### src/rtl/tks_pkg.sv
// tks_pkg: shared types, constants and float ordering helpers for the top-k score keeper.
// No dependencies.
`default_nettype none
package tks_pkg;

  localparam int unsigned MAX_KEEP_DEF = 128;
  localparam int unsigned ID_BITS_DEF  = 24;
  localparam logic [31:0] EMPTY_SCORE  = 32'hFF7F_FFFF;

  typedef enum logic [1:0] {
    FUNC_INSERT = 2'd0,
    FUNC_READ   = 2'd1,
    FUNC_CLEAR  = 2'd2,
    FUNC_NONE   = 2'd3
  } func_t;

  // Broadcast from the top level to every cell.
  typedef struct packed {
    logic        ins;
    logic        clr;
    logic [31:0] score;
  } cell_ctl_t;

  function automatic logic is_nan(input logic [31:0] x);
    return x[30:0] > 31'h7F80_0000;
  endfunction

  // Monotone unsigned key; both zeros map to the same key.
  function automatic logic [31:0] order_key(input logic [31:0] x);
    logic [31:0] v;
    v = (x[30:0] == 31'd0) ? 32'd0 : x;
    return v[31] ? ~v : (v | 32'h8000_0000);
  endfunction

  function automatic logic float_gt(input logic [31:0] a, input logic [31:0] b);
    return !is_nan(a) && !is_nan(b) && (order_key(a) > order_key(b));
  endfunction

endpackage
`default_nettype wire

### src/rtl/tks_cell.sv
// tks_cell: one rank slot of the insertion chain; holds id, score and full flag.
// Depends on tks_pkg.
`default_nettype none
module tks_cell #(
  parameter int unsigned ID_BITS = tks_pkg::ID_BITS_DEF
) (
  input  wire                     clk,
  input  wire                     rst,
  input  tks_pkg::cell_ctl_t      ctl,
  input  wire [ID_BITS-1:0]       new_id,
  input  wire                     in_use,
  input  wire                     prev_found,
  input  wire [ID_BITS-1:0]       left_id,
  input  wire [31:0]              left_score,
  input  wire                     left_full,
  output logic                    found,
  output logic                    first,
  output logic [ID_BITS-1:0]      id,
  output logic [31:0]             score,
  output logic                    full
);
  import tks_pkg::*;

  logic hit;

  // List stays sorted best first, so a hit in the left neighbor implies one here when this slot is in use.
  assign hit   = in_use && float_gt(ctl.score, score);
  assign found = hit;
  assign first = hit && !prev_found;

  always_ff @(posedge clk) begin
    if (rst || ctl.clr) begin
      id    <= '0;
      score <= EMPTY_SCORE;
      full  <= 1'b0;
    end else if (ctl.ins && in_use) begin
      if (first) begin
        id    <= new_id;
        score <= ctl.score;
        full  <= 1'b1;
      end else if (prev_found) begin
        id    <= left_id;
        score <= left_score;
        full  <= left_full;
      end
    end
  end

endmodule
`default_nettype wire

### config.mk
export PLATFORM = sky130hd
export DESIGN_NAME = tks_cell
export DESIGN_NICKNAME = d
export VERILOG_FILES = /design/src/rtl/tks_pkg.sv /design/src/rtl/tks_cell.sv
export SDC_FILE = /design/constraint.sdc
export NUM_CORES = 1
export LEC_CHECK = 0
export BUFFER_PORTS_ARGS = -buffer_cell sky130_fd_sc_hd__buf_2
export CAP_MARGIN = 40
export CORE_MARGIN = 4
export CORE_UTILIZATION = 55
export CTS_BUF_LIST = sky130_fd_sc_hd__clkbuf_16
export DETAILED_ROUTE_END_ITERATION = 10
export GPL_TIMING_DRIVEN = 0
export PLACE_DENSITY = 0.93
export SYNTH_ARGS = -nofsm -noshare
export SYNTH_HDL_FRONTEND = slang
export SYNTH_SLANG_ARGS = --single-unit
### constraint.sdc
create_clock -name clk -period 9.8 [get_ports clk]
set_input_delay 0.49 -clock clk [delete_from_list [all_inputs] [get_ports clk]]
set_output_delay 0.49 -clock clk [all_outputs]
set_load 0.01 [all_outputs]
### After elaboration in Yosys (flattened, before gate mapping)

Cells that the tools add are included.
W data, S select, Z words.

* bits of input ports: 119
* output and inout port bits: 59
* register bits after elaboration: 57
* logic and storage cells: 31

* muxes and demuxes: 10
* reduce and logical (&&, ||, !) cells: 13
* $lt $le $gt $ge: 3
* bitwise gates (word level): 2

Operators by type and width (count)
* $mux W32: 6
* $not A32 Y32: 2
* $gt A31 B31 Y1 const B: 2
* $logic_not A31 Y1: 2
* $mux W24: 2
* $gt A32 B32 Y1: 1
* $logic_and A1 B1 Y1: 5
* $logic_not A1 Y1: 3
* $mux W1: 2
* $reduce_and A2 Y1: 1
* $reduce_bool A2 Y1: 1
* $logic_or A1 B1 Y1: 1

### Logic depth before layout (Yosys ltp)

Gate-level depths: netlist of the first run.

* word-level depth: 10
* mapped depth: 17
* gate-level depth less buffers: 14

### Worst setup path before layout of the first run

Ideal clock, no wire load.

* kind: input to output
* from: input ctl[17] (netlist name)
* to: output found
* data arrival time: 3.249 ns
* cell stages on the path: 14
* buffers on the path: 3
* slack: 6.061 ns
* data required time: 9.310 ns
* cell sequence: nor4_1 -> nand4_1 -> nor3_1 -> clkbuf_1 -> nor2_1 -> ha_1 -> a21oi_1 -> nand2_1 -> a221o_1 -> o31a_1 -> o21ai_2 -> buf_6 -> buf_6 -> inv_1

* longest elaborated chain between the ends: 7
* elaborated cells between the ends (all ways): 10
* classes of those cells: order compare: 2; mux: 2; bitwise: 1; reduce/logical: 5

Ends and longest elaborated chain
* start, declared: line tks_cell.sv:9 `input tks_pkg::cell_ctl_t ctl,`
* $logic_not A31 Y1: line tks_pkg.sv:31 `v = (x[30:0] == 31'd0) ? 32'd0 : x;`
* $mux W32: line tks_pkg.sv:31
* $not A32 Y32: line tks_pkg.sv:32 `return v[31] ? ~v : (v | 32'h8000_0000);`
* $mux W32: line tks_pkg.sv:32
* $gt A32 B32 Y1: line tks_pkg.sv:36 `return !is_nan(a) && !is_nan(b) && (order_key(a) > order_key(b));`
* $logic_and A1 B1 Y1 *: line tks_pkg.sv:36
* $logic_and A1 B1 Y1 *: line tks_cell.sv:27 `assign hit = in_use && float_gt(ctl.score, score);`
* end, declared: line tks_cell.sv:16 `output logic found,`

Every way passes the cells marked *; elsewhere a longest branch is shown, timed or not.

### Worst setup path after layout of the first run

* from: input ctl[17] (netlist name)
* to: output first

* longest elaborated chain between the ends: 8
* elaborated cells between the ends (all ways): 11
* classes of those cells: order compare: 2; mux: 2; bitwise: 1; reduce/logical: 6

Ends and longest elaborated chain
* $logic_not A31 Y1: line tks_pkg.sv:31
* $mux W32: line tks_pkg.sv:31
* $not A32 Y32: line tks_pkg.sv:32
* $mux W32: line tks_pkg.sv:32
* $gt A32 B32 Y1: line tks_pkg.sv:36
* $logic_and A1 B1 Y1 *: line tks_pkg.sv:36
* $logic_and A1 B1 Y1 *: line tks_cell.sv:27
* $logic_and A1 B1 Y1 *: line tks_cell.sv:29 `assign first = hit && !prev_found;`
* end, declared: line tks_cell.sv:17 `output logic first,`

Marked as above.

==> metrics.txt, run 1 <==
outcome complete, no violations; Setup Skew a little under 0.006 ns; multiplexer share of the synthesized area between 5 and 6%; Cell variety after synth 40; CTS tree yes; Max Slew Vio Count 0; dpl ws 5.07 ns; critical path class in2out; vias after detailed routing 5940; Nets roughly 950; Ys Warns 0; max frequency approximately 200 MHz; H-Tree Depth 3; setup TNS after final layout 0 ns; largest net degree at the start of global routing 11; RR Endpoint score[13]$_SDFFE_PP1P_; Final Cell Area between 6000 and 7000 um2; TritonCTS Buffers 9; global-route wire length before repair approximately 28000 um; relative slew slack between 40% and 50%; maximum clock path buffer count 2; Leak 0.00251 uW; Mapped Nets roughly 770; Initial DRT Pass Iterations 8; number of port buffers 176; Most used DFF post-synth dfxtp_1; Placed Instance Area between 5000 and 6000 um2; Hold WC Path Type in2reg; Worst-Margin Slew 0.859 ns; Worst Reg-to-Reg Cells 17; via count of the first global-routing pass 5833; worst ir drop on vdd between 0.00008 and 0.00009 V; # diodes 0; final wirelength 18200 um; min-delay src left_full; maxcap violations 0; CTS sink count 57; asr flop ratio synth 0%; DRT iter0 DRCs 557; core region area between 8000 and 9000 um2; final setup vio count 0; width of the die 101 um; drt wl/cell about 20 um; largest family of logic cells by synthesized area simple AND/OR/NAND/NOR gates; final-report hold violation count 0; setup ws final around 5 ns; GPL Wtd Cong 0.984; simple logic cell fraction of the synthesized area about 25%; Via density around 6.5; row cnt 33; Mean Syn Cell Area between 7 and 8 um2; synthesized area 4780 um2; grt total ovfl 0; period utilization 50.3%; die height roughly 100 um; CTS root buf clkbuf_16; post-CTS setup buffers 0; P&R area growth vs syn 27.2%; register area share after synthesis approximately a quarter; post-synthesis adder-cell area fraction roughly 8.4%; hold-critical path endpoint full$_SDFFE_PP0P_; CP Launch Type input port; Critical Path Sink Type output pin; full die area between 10000 and 15000 um2; I/O pin total roughly 180; Final Critical Period 4.93 ns; worst reg2reg setup slack 5.55 ns; Clock transition at path regs ~0.05 ns; fillers about 640; Post-DP HPWL roughly 14000 um; crit path DAT 4.44 ns; post-synthesis cell count around 600; worst-path maximum fanout 10; Synth Area in Compound Gates slightly below 20%; unrepaired setup endpoints after global routing no; # hold bufs at CTS 0; flops & latches, synth 57; initial antenna violation count 0; Starting Density between 50% and 60%; xor/xnor cell area share of the yosys netlist a little under an eighth; Clock Latency Late Sink 0.33 ns; Post-CTS Resized 0; Critical path origin ctl[17]; Fin Hold WS between 0.4 and 0.5 ns; Req. time, crit path between 9 and 10 ns; DRT antenna net count 0; reg2reg start score[11]$_SDFFE_PP1P_; gr usage total approximately 34%; hold depth 2; Pwr per Cell Area around 120 nW/um2; # DRC 0; EDFF count, synth 0; layout cells sized above 1 about a quarter
[worst max-delay path, cell delays in order]
cell and delay (ns):
buf_2 0.12, nor4_1 0.33, nand4_1 0.22, nor3_1 0.42, clkbuf_1 0.48, nor2_1 0.11, ha_1 0.33, a21oi_1 0.16
o21ai_0 0.17, a221o_1 0.38, o31a_1 0.35, o21ai_2 0.27, buf_6 0.22, buf_6 0.16, nor2_1 0.05, buf_2 0.16
[how the worst max path moves through the flow]
stage | to | slack, ns
after floorplan | found | 6.06
after global placement | first | 5.17
after detailed placement | first | 5.07
after CTS | first | 5.06
after global routing | first | 4.67
final | first | 4.87
[area by class of cell]
type                            count  area (um2)  share of cell area (%)
Tap cell                          105         131                    2.16
Sequential cell                    57        1140                    18.8
Clock inverter                      7        62.6                    1.03
Clock buffer                        9         225                    3.70
Timing Repair Buffer              176         881                    14.5
Inverter                           11        41.3                   0.679
Multi-Input combinational cell    489        3340                    54.8
Buffer                             57         265                    4.36
[through the flow]
stage	utilization (%)	cells	power (uW)
finish	72.9	911	751
CTS	72.9	911	744
global placement	69.5	895	431
floorplan	-	614	369
global route	72.9	911	777
detailed placement	69.5	895	439
[cells in the final DEF, fill, tap and decap left out, types with 2 or more instances in the layout]
cell        count
xor2_1         30
clkbuf_16       9
a21oi_1        37
a221oi_1        9
nor3_1         35
nor2_1         35
nand2b_1       27
clkbuf_1       42
o21ai_0         5
ha_1           32
buf_4           2
or3_1          25
o211ai_1       26
buf_2         181
nor4_1         40
buf_1           3
dfxtp_1        57
a211oi_1       24
xnor2_1        32
nand2_1        40
a21o_1          3
inv_1          12
clkinv_2        2
nand4_1        14
mux2i_1        25
clkinvlp_4      2
o22ai_1        31
buf_6           5
nand3_1         5
[sequential cells by signal, summed over array words and instances, names as in the netlist]
name and count:
score 32, id 24, full 1
[Yosys cell counts, drive strengths merged, types with 26 or more instances]
cell | n | area, um2
nor3 | 36 | 191
nand2b | 27 | 169
dfxtp | 57 | 1140
xnor2 | 32 | 280
nor2 | 35 | 131
o211ai | 26 | 195
nand2 | 40 | 150
o22ai | 31 | 194
a21oi | 37 | 185
clkbuf | 42 | 158
xor2 | 30 | 263
nor4 | 40 | 250
ha | 32 | 400
[power breakdown]
part	internal [uW]	leakage (uW)	switching [uW]
Combinational	83.9	0.00190	113
Clock	194	0.000140	115
Sequential	238	0.000463	7.50
[routing by layer]
| layer | GRT usage, % | part of all wire, % |
|---|---|---|
| met4 | 16.4 | 4.6 |
| met3 | 7.71 | 12 |
| met5 | 0 | 0 |
| met1 | 41.3 | 37 |
| met2 | 57.2 | 47 |
[cells by family (layout without fill, tap and decap cells)]
logic type,count (synthesis),count (layout)
flip-flops,57,57
AO/OA/AOI/OAI,143,143
buffers and inverters,68,260
AND/OR/NAND/NOR,227,227
adder cells (fa/ha/maj),32,32
XOR/XNOR,62,62
multiplexers,25,25
Note: power is estimated with default switching activity, not from simulation.
==> run 2: changes to the inputs <==
--- a/config.mk
+++ b/config.mk
@@ -8,11 +8,11 @@
 export BUFFER_PORTS_ARGS = -buffer_cell sky130_fd_sc_hd__buf_2
 export CAP_MARGIN = 40
 export CORE_MARGIN = 4
-export CORE_UTILIZATION = 55
+export CORE_UTILIZATION = 46
 export CTS_BUF_LIST = sky130_fd_sc_hd__clkbuf_16
 export DETAILED_ROUTE_END_ITERATION = 10
 export GPL_TIMING_DRIVEN = 0
-export PLACE_DENSITY = 0.93
+export PLACE_DENSITY = 0.83
 export SYNTH_ARGS = -nofsm -noshare
 export SYNTH_HDL_FRONTEND = slang
 export SYNTH_SLANG_ARGS = --single-unit
==> constraint.sdc (replaced) <==
create_clock -name clk -period 4.46 [get_ports clk]
set_input_delay 0.223 -clock clk [delete_from_list [all_inputs] [get_ports clk]]
set_output_delay 0.223 -clock clk [all_outputs]
set_load 0.01 [all_outputs]
==> run 2 against run 1 <==
  * Flip-flop and latch count is the same
  * Design area grew 2.0%
  * Hold slack worse by 0.27 ns
  * Global-route usage fell by 5.5 points
  * Clock power grew to 2.6 times the previous value
  * Largest power group unchanged
  * Final cell count up 3.1%
  * Setup slack got worse by 4.6 ns
==> metrics.txt, run 2 (synthesized netlist as in run 1, its figures left out) <==
outcome complete, no violations; Hold WC Path Type in2reg; worst-path maximum fanout 10; I/O pin total roughly 180; full die area about 12000 um2; # hold bufs at CTS 0; final wirelength 17400 um; Post-DP HPWL 13200 um; Pwr per Cell Area 286 nW/um2; Worst-Margin Slew 0.746 ns; row cnt 36; # diodes 0; width of the die 110 um; die height between 100 and 150 um; dpl ws 0.368 ns; grt total ovfl 0; CP Launch Type register; largest registers score: 32 flops, id: 24 flops, full: 1 flops; commonest non-fill, non-tap cell in the layout buf_2; Final Critical Period 4.20 ns; Req. time, crit path around 4.2 ns; setup ws final 0.264 ns; Starting Density about 48%; Top reg by flops score; P&R area growth vs syn 29.7%; crit path DAT 3.97 ns; final setup vio count 0; GPL Wtd Cong between 0.9 and 1; drt wl/cell around 18 um; Reg area 1140 um2; Via density a little under 6; post-CTS setup buffers 0; maximum clock path buffer count 2; Initial DRT Pass Iterations 5; maxcap violations 0; gr usage total 28.6%; Clock transition at path regs 0.06 ns; vias after detailed routing 5604; fillers ~900; DRT antenna net count 0; largest net degree at the start of global routing 12; Clock Latency Late Sink between 0.3 and 0.4 ns; max frequency 238 MHz; Setup Skew 0.00915 ns; worst stage delay on the critical path around 0.38 ns; global-route wire length before repair ~27000 um; core region area around 10000 um2; final-report hold violation count 0; TritonCTS Buffers 9; Leak around 0.0025 uW; Nets 952; layout cells sized above 1 a little over a quarter; H-Tree Depth 3; Critical Path Sink Type output pin; initial antenna violation count 0; unrepaired setup endpoints after global routing no; CP most frequent cell buf_2; Max Slew Vio Count 0; # DRC 0; setup TNS after final layout 0 ns; CTS sink count 57; Worst path slowest cell dfxtp_1; relative slew slack between 50% and 60%; multi-input gate area in the final layout about 3400 um2; critical path class reg2out; via count of the first global-routing pass around 5400; period utilization 94.1%; worst ir drop on vdd around 0.00018 V; DRT iter0 DRCs between 400 and 500; CTS tree yes; most frequent cells in the layout 183 x buf_2, 57 x dfxtp_1, 41 x clkbuf_1; Largest register FFs 32; CTS root buf clkbuf_16; number of port buffers 176; sequence of cells on the critical path nor4_1, nand4_1, nor2_2, nand3_1, buf_2, buf_2, nand2_1, ha_1, a21oi_1, nand2_1, a221o_1, o31a_1, o21ai_4, buf_6, buf_6, nor2_1, buf_2
==> run 2: cell count changes in the layout (fill, tap and decap cells not counted), moves of 2 or more <==
cell	change
buf_1	-2
buf_2	+2
bufinv_16	+2
clkinv_2	-2
clkinv_4	+2
nor4_1	-2
nor4_2	+2
==> run 2: through the flow <==
step	utilization, %	hold slack (ns)	cell area [um2]	cells	power (uW)
2_1_floorplan	-	0.416	4780	614	811
6_report	62.3	0.183	6210	939	1770
3_5_place_dp	58.6	0.518	5830	923	959
4_1_cts	62.0	0.179	6180	939	1770
3_3_place_gp	58.6	0.509	5830	923	956
5_1_grt	62.3	0.184	6210	939	1850
==> run 2: final cells by class <==
type,instances,share of cell area [%]
well taps,133,2.68
multi-input cells,489,54.2
repair buffers,176,14.2
flip-flops and latches,57,18.4
clock buffers,9,3.63
clock inverters,7,1.92
inverters,11,0.665
plain buffers,57,4.33
==> run 2: routing by layer <==
layer / vias to the layer above / routed length, um / part of all wire, % / GRT usage [%]
met3: 53 / 1890 / 11 / 7.57
li1: 2673 / - / - / -
met1: 2564 / 6990 / 40 / 35.6
met5: - / 0 / 0 / 0
met4: 0 / 588 / 3.4 / 12.8
met2: 314 / 7890 / 45 / 46.4
==> run 2: what timing repair did <==
action / 4_1_cts / 5_1_grt
resized for setup: 1 / 9
hold endpoints to repair: 0 / 0
pin swaps: 0 / 1
gates cloned: 0 / 0
endpoints found under the setup margin: 1 / 2
==> run 2: final timing paths <==
kind | start | to | slack, ns | depth (start not counted)
setup / recovery | score[0]$_SDFFE_PP1P_ | first | 0.26 | 17
hold / removal | left_full | full$_SDFFE_PP0P_ | 0.18 | 2
setup reg to reg | score[0]$_SDFFE_PP1P_ | score[20]$_SDFFE_PP1P_ | 0.57 | 16
hold reg to reg | score[9]$_SDFFE_PP1P_ | score[9]$_SDFFE_PP1P_ | 0.53 | 2
==> run 2: power by group <==
group	internal (uW)	switching, uW	total (uW)
logic	183	237	421
registers	522	16.5	539
clock network	546	268	813
total	1250	522	1770
==> run 2: worst max-delay path: cells and delay by family (launching register included) <==
family | cells | cell delay, ns
AOI/OAI and AO/OA | 4 | 1.09
and+or+nand+nor | 7 | 0.98
buffers and inverters | 5 | 0.91
DFF | 1 | 0.38
adders and majority gates | 1 | 0.25
